$ cat config.mk
export PLATFORM = sky130hd
export DESIGN_NAME = flash_image_section_parser_top
export DESIGN_NICKNAME = d
export VERILOG_FILES = /design/src/hdl/fisp_pkg.sv /design/src/hdl/fisp_front.sv /design/src/hdl/fisp_back.sv /design/src/hdl/fisp_queue.sv /design/src/hdl/fisp_outq.sv /design/src/hdl/flash_image_section_parser_top.sv
export VERILOG_INCLUDE_DIRS = /design/src /design/src/hdl
export SDC_FILE = /design/constraint.sdc
export NUM_CORES = 2
export LEC_CHECK = 0
export BUFFER_PORTS_ARGS = -buffer_cell sky130_fd_sc_hd__buf_2
export CAP_MARGIN = 25
export CELL_PAD_IN_SITES_DETAIL_PLACEMENT = 0
export CELL_PAD_IN_SITES_GLOBAL_PLACEMENT = 2
export CORE_UTILIZATION = 42
export DETAILED_ROUTE_END_ITERATION = 10
export GPL_ROUTABILITY_DRIVEN = 0
export PLACE_DENSITY = 0.93
export SYNTH_ARGS = -nofsm -noshare
export SYNTH_HDL_FRONTEND = slang
export SYNTH_SLANG_ARGS = --single-unit
$ cat constraint.sdc
create_clock -name i_clk -period 5.75 [get_ports i_clk]
set_input_delay 0.8625 -clock i_clk [delete_from_list [all_inputs] [get_ports i_clk]]
set_output_delay 0.8625 -clock i_clk [all_outputs]
set_load 0.05 [all_outputs]
$ cat src/hdl/assert_macros.svh
// Assertion helpers: active in simulation, empty in synthesis.
`ifndef ASSERT_MACROS_SVH
`define ASSERT_MACROS_SVH
`ifndef SYNTHESIS
`define ASSERT_CLK(label, clk, rst_n, prop) \
    label: assert property (@(posedge clk) disable iff (!rst_n) prop) else $error("assertion failed");
`define ASSERT_NEVER(label, clk, rst_n, cond) \
    label: assert property (@(posedge clk) disable iff (!rst_n) !(cond)) else $error("assertion failed");
`else
`define ASSERT_CLK(label, clk, rst_n, prop)
`define ASSERT_NEVER(label, clk, rst_n, cond)
`endif
`endif

$ cat src/hdl/fisp_pkg.sv
package fisp_pkg;

    typedef struct packed {
        logic [7:0] data_byte;
        logic       end_of_file;
    } t_in_item;

    typedef struct packed {
        logic        result_kind;
        logic [31:0] section_address;
        logic [31:0] section_length;
        logic [15:0] section_crc;
        logic        section_crc_ok;
        logic [31:0] file_crc;
        logic        file_crc_ok;
        logic        truncated;
        logic        last_result;
    } t_out_item;

    typedef enum logic [2:0] {
        PH_HEADER = 3'd0,
        PH_ADDR   = 3'd1,
        PH_LEN    = 3'd2,
        PH_DATA   = 3'd3,
        PH_CRC    = 3'd4
    } t_phase;

    localparam logic [7:0] CH_OPEN  = 8'h7B;
    localparam logic [7:0] CH_CLOSE = 8'h7D;
    localparam logic       KIND_SECTION = 1'b0;
    localparam logic       KIND_FILE    = 1'b1;

    // Classified byte handed from front to back.
    // hdr_end marks the brace that closes the header.
    typedef struct packed {
        logic       in_body;
        logic       hdr_end;
        logic [7:0] data_byte;
        logic       end_of_file;
    } t_token;

    function automatic logic [31:0] crc32_byte(input logic [31:0] acc, input logic [7:0] b);
        logic [31:0] c;
        c = acc ^ {24'd0, b};
        for (int k = 0; k < 8; k++) begin
            c = c[0] ? ((c >> 1) ^ 32'hEDB88320) : (c >> 1);
        end
        return c;
    endfunction

    function automatic logic [15:0] crc16_byte(input logic [15:0] acc, input logic [7:0] b);
        logic [15:0] c;
        c = acc ^ {b, 8'd0};
        for (int k = 0; k < 8; k++) begin
            c = c[15] ? ((c << 1) ^ 16'h1021) : (c << 1);
        end
        return c;
    endfunction

endpackage

$ cat src/hdl/fisp_front.sv
module fisp_front #(
    parameter int DEPTH_BITS = 16
) (
    input  logic              i_clk,
    input  logic              i_rst_n,
    input  logic              i_valid,
    input  fisp_pkg::t_in_item i_item,
    output fisp_pkg::t_token  o_token
);
    import fisp_pkg::*;

    logic                  r_in_body;
    logic [DEPTH_BITS-1:0] r_depth;
    logic                  n_in_body;
    logic [DEPTH_BITS-1:0] n_depth;
    logic                  hdr_end;

    always_comb begin
        n_in_body = r_in_body;
        n_depth   = r_depth;
        hdr_end   = 1'b0;
        if (!r_in_body) begin
            if (i_item.data_byte == CH_OPEN) begin
                n_depth = r_depth + 1'b1;
            end else if (i_item.data_byte == CH_CLOSE) begin
                n_depth = r_depth - 1'b1;
                if (n_depth == '0) begin
                    n_in_body = 1'b1;
                    hdr_end   = 1'b1;
                end
            end
        end
        // restart on end of file
        if (i_item.end_of_file) begin
            n_in_body = 1'b0;
            n_depth   = '0;
        end
    end

    assign o_token = '{in_body: r_in_body, hdr_end: hdr_end, data_byte: i_item.data_byte,
                       end_of_file: i_item.end_of_file};

    always_ff @(posedge i_clk) begin
        if (!i_rst_n) begin
            r_in_body <= 1'b0;
            r_depth   <= '0;
        end else if (i_valid) begin
            r_in_body <= n_in_body;
            r_depth   <= n_depth;
        end
    end
endmodule

$ cat src/hdl/fisp_back.sv
module fisp_back (
    input  logic               i_clk,
    input  logic               i_rst_n,
    input  logic               i_valid,
    input  fisp_pkg::t_token   i_token,
    input  logic [31:0]        i_expected,
    output logic               o_sec_valid,
    output fisp_pkg::t_out_item o_sec,
    output logic               o_file_valid,
    output fisp_pkg::t_out_item o_file
);
    import fisp_pkg::*;

    t_phase      r_phase, n_phase;
    logic [1:0]  r_cnt, n_cnt;
    logic [31:0] r_addr, n_addr, r_len, n_len, r_rem, n_rem, r_fcrc, n_fcrc;
    logic [15:0] r_scrc, n_scrc, r_stored, n_stored;
    logic [7:0]  b;
    logic [31:0] fc;

    assign b = i_token.data_byte;

    always_comb begin
        n_phase = r_phase; n_cnt = r_cnt; n_addr = r_addr; n_len = r_len;
        n_rem = r_rem; n_fcrc = r_fcrc; n_scrc = r_scrc; n_stored = r_stored;
        o_sec_valid = 1'b0;
        o_sec = '0;
        if (!i_token.in_body) begin
            n_phase = PH_HEADER;
        end else begin
            if (r_phase == PH_HEADER) begin
                n_phase = PH_ADDR;
            end
            n_fcrc = crc32_byte(r_fcrc, b);
        end
        if (i_token.in_body) begin
            unique case (n_phase)
                PH_ADDR: begin
                    n_addr = {r_addr[23:0], b};
                    n_cnt  = r_cnt + 2'd1;
                    if (r_cnt == 2'd3) begin
                        n_phase = PH_LEN;
                    end
                end
                PH_LEN: begin
                    n_len = {r_len[23:0], b};
                    n_cnt = r_cnt + 2'd1;
                    if (r_cnt == 2'd3) begin
                        n_rem   = n_len;
                        n_scrc  = 16'hFFFF;
                        n_phase = (n_len == '0) ? PH_CRC : PH_DATA;
                    end
                end
                PH_DATA: begin
                    n_scrc = crc16_byte(r_scrc, b);
                    n_rem  = r_rem - 32'd1;
                    if (n_rem == '0) begin
                        n_cnt   = 2'd0;
                        n_phase = PH_CRC;
                    end
                end
                PH_CRC: begin
                    n_stored = {r_stored[7:0], b};
                    if (r_cnt == 2'd1) begin
                        o_sec_valid = 1'b1;
                        o_sec.result_kind     = KIND_SECTION;
                        o_sec.section_address = r_addr;
                        o_sec.section_length  = r_len;
                        o_sec.section_crc     = r_scrc;
                        o_sec.section_crc_ok  = (r_scrc == n_stored);
                        o_sec.last_result     = !i_token.end_of_file;
                        n_cnt   = 2'd0;
                        n_scrc  = 16'hFFFF;
                        n_phase = PH_ADDR;
                    end else begin
                        n_cnt = 2'd1;
                    end
                end
                default: ;
            endcase
        end
    end

    assign fc = n_fcrc ^ 32'hFFFFFFFF;
    assign o_file_valid = i_token.end_of_file;
    always_comb begin
        o_file = '0;
        o_file.result_kind = KIND_FILE;
        o_file.file_crc    = fc;
        o_file.file_crc_ok = (fc == i_expected);
        // a file that ends on the closing header brace stands between sections
        o_file.truncated   = !(i_token.hdr_end || ((n_phase == PH_ADDR) && (n_cnt == 2'd0)));
        o_file.last_result = 1'b1;
    end

    always_ff @(posedge i_clk) begin
        if (!i_rst_n || (i_valid && i_token.end_of_file)) begin
            r_phase <= PH_HEADER; r_cnt <= '0; r_addr <= '0; r_len <= '0;
            r_rem <= '0; r_fcrc <= 32'hFFFFFFFF; r_scrc <= 16'hFFFF; r_stored <= '0;
        end else if (i_valid) begin
            r_phase <= n_phase; r_cnt <= n_cnt; r_addr <= n_addr; r_len <= n_len;
            r_rem <= n_rem; r_fcrc <= n_fcrc; r_scrc <= n_scrc; r_stored <= n_stored;
        end
    end
endmodule

$ cat src/hdl/fisp_queue.sv
module fisp_queue (
    input  logic                i_clk,
    input  logic                i_rst_n,
    input  logic                i_push,
    input  fisp_pkg::t_token    i_data,
    output logic                o_full,
    input  logic                i_pop,
    output logic                o_empty,
    output fisp_pkg::t_token    o_data
);
    import fisp_pkg::*;

    t_token     r_mem [4];
    logic [1:0] r_wp, r_rp;
    logic [2:0] r_cnt;
    logic       do_push, do_pop;

    assign o_full  = (r_cnt == 3'd4);
    assign o_empty = (r_cnt == 3'd0);
    assign do_push = i_push && !o_full;
    assign do_pop  = i_pop && !o_empty;
    assign o_data  = r_mem[r_rp];

    always_ff @(posedge i_clk) begin
        if (do_push) begin
            r_mem[r_wp] <= i_data;
        end
    end

    always_ff @(posedge i_clk) begin
        if (!i_rst_n) begin
            r_wp <= '0; r_rp <= '0; r_cnt <= '0;
        end else begin
            if (do_push) r_wp <= r_wp + 2'd1;
            if (do_pop)  r_rp <= r_rp + 2'd1;
            r_cnt <= r_cnt + {2'd0, do_push} - {2'd0, do_pop};
        end
    end
endmodule

$ cat src/hdl/fisp_outq.sv
module fisp_outq (
    input  logic                i_clk,
    input  logic                i_rst_n,
    input  logic                i_push_a,
    input  fisp_pkg::t_out_item i_a,
    input  logic                i_push_b,
    input  fisp_pkg::t_out_item i_b,
    output logic [2:0]          o_count,
    input  logic                i_pop,
    output logic                o_empty,
    output fisp_pkg::t_out_item o_data
);
    import fisp_pkg::*;

    t_out_item  r_mem [4];
    logic [1:0] r_wp, r_rp;
    logic [2:0] r_cnt;
    logic       do_pop;
    logic [1:0] n_push;

    assign o_empty = (r_cnt == 3'd0);
    assign o_count = r_cnt;
    assign do_pop  = i_pop && !o_empty;
    assign o_data  = r_mem[r_rp];
    assign n_push  = {1'b0, i_push_a} + {1'b0, i_push_b};

    // two writes a cycle: section report first, file report after it
    always_ff @(posedge i_clk) begin
        if (i_push_a) begin
            r_mem[r_wp] <= i_a;
        end
        if (i_push_b) begin
            r_mem[r_wp + {1'b0, i_push_a}] <= i_b;
        end
    end

    always_ff @(posedge i_clk) begin
        if (!i_rst_n) begin
            r_wp <= '0; r_rp <= '0; r_cnt <= '0;
        end else begin
            r_wp  <= r_wp + n_push;
            if (do_pop) r_rp <= r_rp + 2'd1;
            r_cnt <= r_cnt + {1'b0, n_push} - {2'd0, do_pop};
        end
    end
endmodule

$ cat src/hdl/flash_image_section_parser_top.sv
// Path: a byte is registered in the token queue, then its reports in the result queue.
// Throughput: one byte per cycle while neither queue stalls; the back end updates the
// CRC-32/CRC-16 a byte at a time, and a file report costs one extra pop slot.
// Reset: synchronous, active low; clears parse state and queues, register to 0.
// After the final byte all parse state returns to its reset values.
`include "assert_macros.svh"
module flash_image_section_parser_top #(
    parameter int DEPTH_BITS = 16
) (
    input  logic                i_clk,
    input  logic                i_rst_n,
    input  logic                push,
    output logic                full,
    input  fisp_pkg::t_in_item  i_item,
    output logic                empty,
    input  logic                pop,
    output fisp_pkg::t_out_item o_item,
    input  logic                i_cfg_we,
    input  logic [31:0]         i_cfg_data
);
    import fisp_pkg::*;

    logic [31:0] r_expected;
    logic        accept, q_empty, q_full, back_go;
    t_token      tok_in, tok_out;
    logic        sec_v, file_v;
    t_out_item   sec_item, file_item;
    logic [2:0]  oq_cnt;

    always_ff @(posedge i_clk) begin
        if (!i_rst_n) begin
            r_expected <= '0;
        end else if (i_cfg_we) begin
            r_expected <= i_cfg_data;
        end
    end

    assign full   = q_full;
    assign accept = push && !q_full;

    fisp_front #(.DEPTH_BITS(DEPTH_BITS)) u_front (
        .i_clk, .i_rst_n, .i_valid(accept), .i_item, .o_token(tok_in)
    );

    fisp_queue u_queue (
        .i_clk, .i_rst_n, .i_push(push), .i_data(tok_in), .o_full(q_full),
        .i_pop(back_go), .o_empty(q_empty), .o_data(tok_out)
    );

    // advance only when the result queue has room for two reports
    assign back_go = !q_empty && (oq_cnt <= 3'd2);

    fisp_back u_back (
        .i_clk, .i_rst_n, .i_valid(back_go), .i_token(tok_out), .i_expected(r_expected),
        .o_sec_valid(sec_v), .o_sec(sec_item), .o_file_valid(file_v), .o_file(file_item)
    );

    fisp_outq u_outq (
        .i_clk, .i_rst_n,
        .i_push_a(back_go && sec_v), .i_a(sec_item),
        .i_push_b(back_go && file_v), .i_b(file_item),
        .o_count(oq_cnt), .i_pop(pop), .o_empty(empty), .o_data(o_item)
    );

    `ASSERT_NEVER(a_outq_over, i_clk, i_rst_n, oq_cnt > 3'd4)
    `ASSERT_CLK(a_go_room, i_clk, i_rst_n, back_go |-> (oq_cnt <= 3'd2))
    `ASSERT_CLK(a_file_last, i_clk, i_rst_n,
        (!empty && o_item.result_kind == KIND_FILE) |-> o_item.last_result)
endmodule
==> key figures <==
Critical path
  – Setup CP Type: reg2reg
  – CP required: between 6 and 7 ns
  – Worst-path maximum fanout: 14
  – Worst setup SP type: flip-flop
  – Worst r2r dst: u_outq.r_mem[3][2]$_DFFE_PP_
  – Reg-to-reg slack, setup: ~1.3 ns
  – CP peak stage delay: 0.87 ns
  – Buf/Inv on CP: 0
  – Cell repeated most along the worst path: xnor2_1
  – CP endpoint kind: flip-flop
  – Critical path's top delay family: XOR/XNOR gates
  – Critical path's slowest cell: dfxtp_1
  – WP data arrival: 4.92 ns
  – Crit path cell chain: mux4_2, xnor2_4, xnor3_1, xor2_1, xnor2_1, xnor2_1, o2111ai_1, a2111oi_4, and3_1
  – Worst reg-to-reg path cell count: 9

Placed design
  – Placed Cells: about 4.5k
  – HPWL Detailed: approximately 59000 um
  – Place WS: about 1.3 ns
  – IO buf count: roughly 160

Yosys
  – EDFF count, synth: between 150 and 200
  – Syn Inst Count: around 3.6k
  – Synth top area share: 33.06%
  – Yosys reg bits: ~740
  – Yosys top cell by area: dfxtp_1
  – Asr flop ratio synth: 0%
  – Mean post-synth cell area: ~9.4 um2
  – Post-synthesis sequential area ratio: between 40% and 50%
  – Post-synth top flop: dfxtp_1
  – Syn nets: 3647
  – Synth top area cells: dfxtp_1 (33%), edfxtp_1 (16%), mux4_2 (8.5%), nand2_1 (7.0%), a21oi_1 (6.5%)
  – Mux cell area share after synthesis: between 10% and 20%
  – Xor and xnor area share after synthesis: ~5.9%
  – Largest family of logic cells by synthesized area: simple AND/OR/NAND/NOR gates
  – Synth unique cells: 75
  – Adder and majority gate portion of the synthesized area: 0.8249%
  – Mapped Area: about 34000 um2
  – Synthesized-area fraction occupied by ao, oa, aoi and oai cells: a little over a tenth
  – Post-synthesis simple-gate area fraction: a little under a fifth
  – Ys Warns: 0

Finish
  – P&R area growth vs syn: 11.97%
  – Non-Filler Instances: 4661
  – Layout cells sized above 1: 14.21%
  – Ant diodes: 0
  – Nets: roughly 3.6k

Global route
  – Initial antenna violation count: 3
  – Vias in the first global route: ~25k
  – Overall Global Routing Usage: 23.82%
  – Grt ovf: 0
  – Largest net degree at the start of global routing: ~120
  – First-pass GRT wire length: about 150000 um

STA
  – RSZ-0062 raised after global routing: no
  – Slew headroom: approximately 27%
  – Slew @ Worst Pin: about 1.1 ns
  – Setup_tns: 0 ns
  – Clock skew: ~0.024 ns
  – Hold slack: 0.4506 ns
  – Crit path time final: around 4.4 ns
  – Fin worst setup slack: around 1.3 ns
  – Hold Vio Cnt, Final: 0
  – Part of the cycle the worst path needs: about 77%
  – Final setup vio count: 0
  – Count of final max-slew check failures: 0
  – Highest Clock Rate: about 230 MHz

Floorplanning
  – Starting Density: 42.55%
  – IO Pins: between 150 and 200
  – Core area: about 79000 um2
  – Die width: about 290 um
  – Die H: between 200 and 300 um
  – Site Rows: roughly 100
  – Die area: roughly 81000 um2

Drt
  – Drc violations: 0
  – Drt pass-1 iters: 6
  – DRT Wirelength: 98120 um
  – Post-DRT Antenna Nets: 0
  – Vias: around 26k
  – Avg Vias per Cell: around 5.6
  – Initial DRC count: ~2.3k
  – Wire per inst: roughly 21 um

Clock network
  – PostCTS Resize Cnt: 0
  – H-tree levels: 3
  – Total CTS buffers: 80
  – Worst-case clock buffer depth: 3
  – Clock Sinks: ~740
  – Clock root cell: clkbuf_16
  – CTS tree: done
  – Worst skew pair latency: between 0.6 and 0.7 ns
  – # hold bufs at CTS: 0
  – Post-CTS Setup Inserts: 0
  – Clock-pin slew on the worst setup and hold paths: approximately 0.06 ns

Power and ir drop
  – Overall power: 19.68 mW
  – Leakage power: 13.08 nW
  – PwrDens: around 520 nW/um2
  – Worst VDD drop: 423.1 uV

Min path
  – Worst hold stages: 2
  – Worst hold path type: reg2reg
  – Hold path start: u_outq.r_mem[1][116]$_SDFFE_PP1P_
  – Min-Delay Endpoint: u_outq.r_mem[1][116]$_SDFFE_PP1P_

Outcome
  – Run status: finished, final reports clean

Flow run
  – Max cap viols: 0
## layer usage
layer | global-route usage (%) | part of all wire (%) | up-vias
met1 | 32.52 | 43 | 12795
met5 | 0 | 0.0082 | -
met4 | 7.032 | 2.2 | 2
met2 | 39.51 | 49 | 792
met3 | 2.944 | 5.8 | 132
li1 | - | - | 12483
## cells in the mapped netlist (6+ instances only)
| master | number |
|---|---|
| nor4_1 | 25 |
| nor3b_1 | 7 |
| nand2b_1 | 6 |
| mux4_2 | 127 |
| nand4_1 | 16 |
| clkbuf_2 | 18 |
| o21ai_0 | 94 |
| mux2i_1 | 44 |
| nand2_1 | 628 |
| o211ai_1 | 28 |
| a211oi_1 | 9 |
| or3_1 | 14 |
| a21boi_0 | 14 |
| ha_1 | 19 |
| dfxtp_1 | 556 |
| nor3_1 | 40 |
| nor2_1 | 220 |
| nand3_1 | 368 |
| and3_1 | 9 |
| xnor3_1 | 9 |
| a31oi_1 | 13 |
| nor2b_1 | 45 |
| xnor2_1 | 109 |
| buf_2 | 8 |
| inv_1 | 38 |
| or4_1 | 11 |
| xor2_1 | 56 |
| edfxtp_1 | 180 |
| mux2_2 | 7 |
| a21oi_1 | 438 |
| or2_2 | 7 |
| and2_1 | 22 |
| buf_1 | 20 |
| a22oi_1 | 6 |
| o22ai_1 | 18 |
| clkbuf_1 | 274 |
## state kept, by name (all words and copies together), names as in the netlist, named ones only
register           cells
u_queue.r_mem         44
u_back.r_cnt           2
u_queue.r_cnt          3
u_front.r_in_body      1
u_queue.r_wp           2
u_front.r_depth       16
u_outq.r_rp            2
u_queue.r_rp           2
u_back.r_fcrc         32
u_back.r_scrc         16
u_outq.r_wp            2
u_back.r_phase         3
u_back.r_stored        8
u_back.r_rem          32
u_back.r_addr         32
r_expected            32
u_outq.o_count         3
u_outq.r_mem         468
u_back.r_len          32
## cell usage in the layout, fill, tap and decap left out, drive strengths merged, types with 16 or more instances in the layout
cell      n
a21oi   438
and2     22
buf     212
clkbuf  121
dfxtp   556
edfxtp  180
ha       19
inv      40
mux2i    44
mux4    127
nand2   628
nand3   368
nand4    16
nor2    220
nor2b    45
nor3     40
nor4     25
o211ai   28
o21ai   100
o22ai    18
xnor2   117
xor2     61
## worst register-to-register path, stage by stage (launching register included)
cell,delay [ns]
dfxtp_1,0.87
mux4_2,0.77
xnor2_4,0.45
xnor3_1,0.54
xor2_1,0.38
xnor2_1,0.23
xnor2_1,0.16
o2111ai_1,0.22
a2111oi_4,0.47
and3_1,0.22
## worst max-delay path by stage
stage | start | endpoint | cells after the start
2_1_floorplan | flip-flop | u_outq.r_mem[3][10]$_DFFE_PP_ | 11
3_3_place_gp | flip-flop | u_outq.r_mem[3][2]$_DFFE_PP_ | 9
4_1_cts | flip-flop | u_outq.r_mem[3][2]$_DFFE_PP_ | 9
3_5_place_dp | flip-flop | u_outq.r_mem[3][2]$_DFFE_PP_ | 9
5_1_grt | flip-flop | u_outq.r_mem[3][2]$_DFFE_PP_ | 9
6_report | flip-flop | u_outq.r_mem[3][2]$_DFFE_PP_ | 9
## power breakdown
| part | switching [mW] | internal [mW] | leakage (nW) |
|---|---|---|---|
| sequential | 0.506 | 5.77 | 6.03 |
| clock | 2.16 | 2.87 | 1.22 |
| combinational | 5.34 | 3.03 | 5.82 |
| total | 8.00 | 11.7 | 13.1 |
## cell families after synthesis
| kind of cell | count (synthesis) |
|---|---|
| simple gates | 1434 |
| flops | 736 |
| compound gates | 658 |
| buf+inv | 364 |
| xor+xnor | 189 |
| mux | 178 |
| fa+ha+maj | 21 |
## final cells by class
cell class,instances,area (um2)
clock buffer,121,2298
tap,1050,1314
multi-input combinational,2480,15820
clock inverter,24,251.5
sequential,736,16540
inverter,38,142.6
timing repair buffer,212,1331
fill,7472,41430
## per-stage QoR
| step | utilization (%) | area (um2) |
|---|---|---|
| floorplan | - | 33670 |
| CTS | 47.62 | 37680 |
| global route | 47.64 | 37700 |
| detailed placement | 44.40 | 35130 |
| global placement | 44.40 | 35130 |
| finish | 47.64 | 37700 |
No activity file was read; power rests on OpenSTA's default activity.
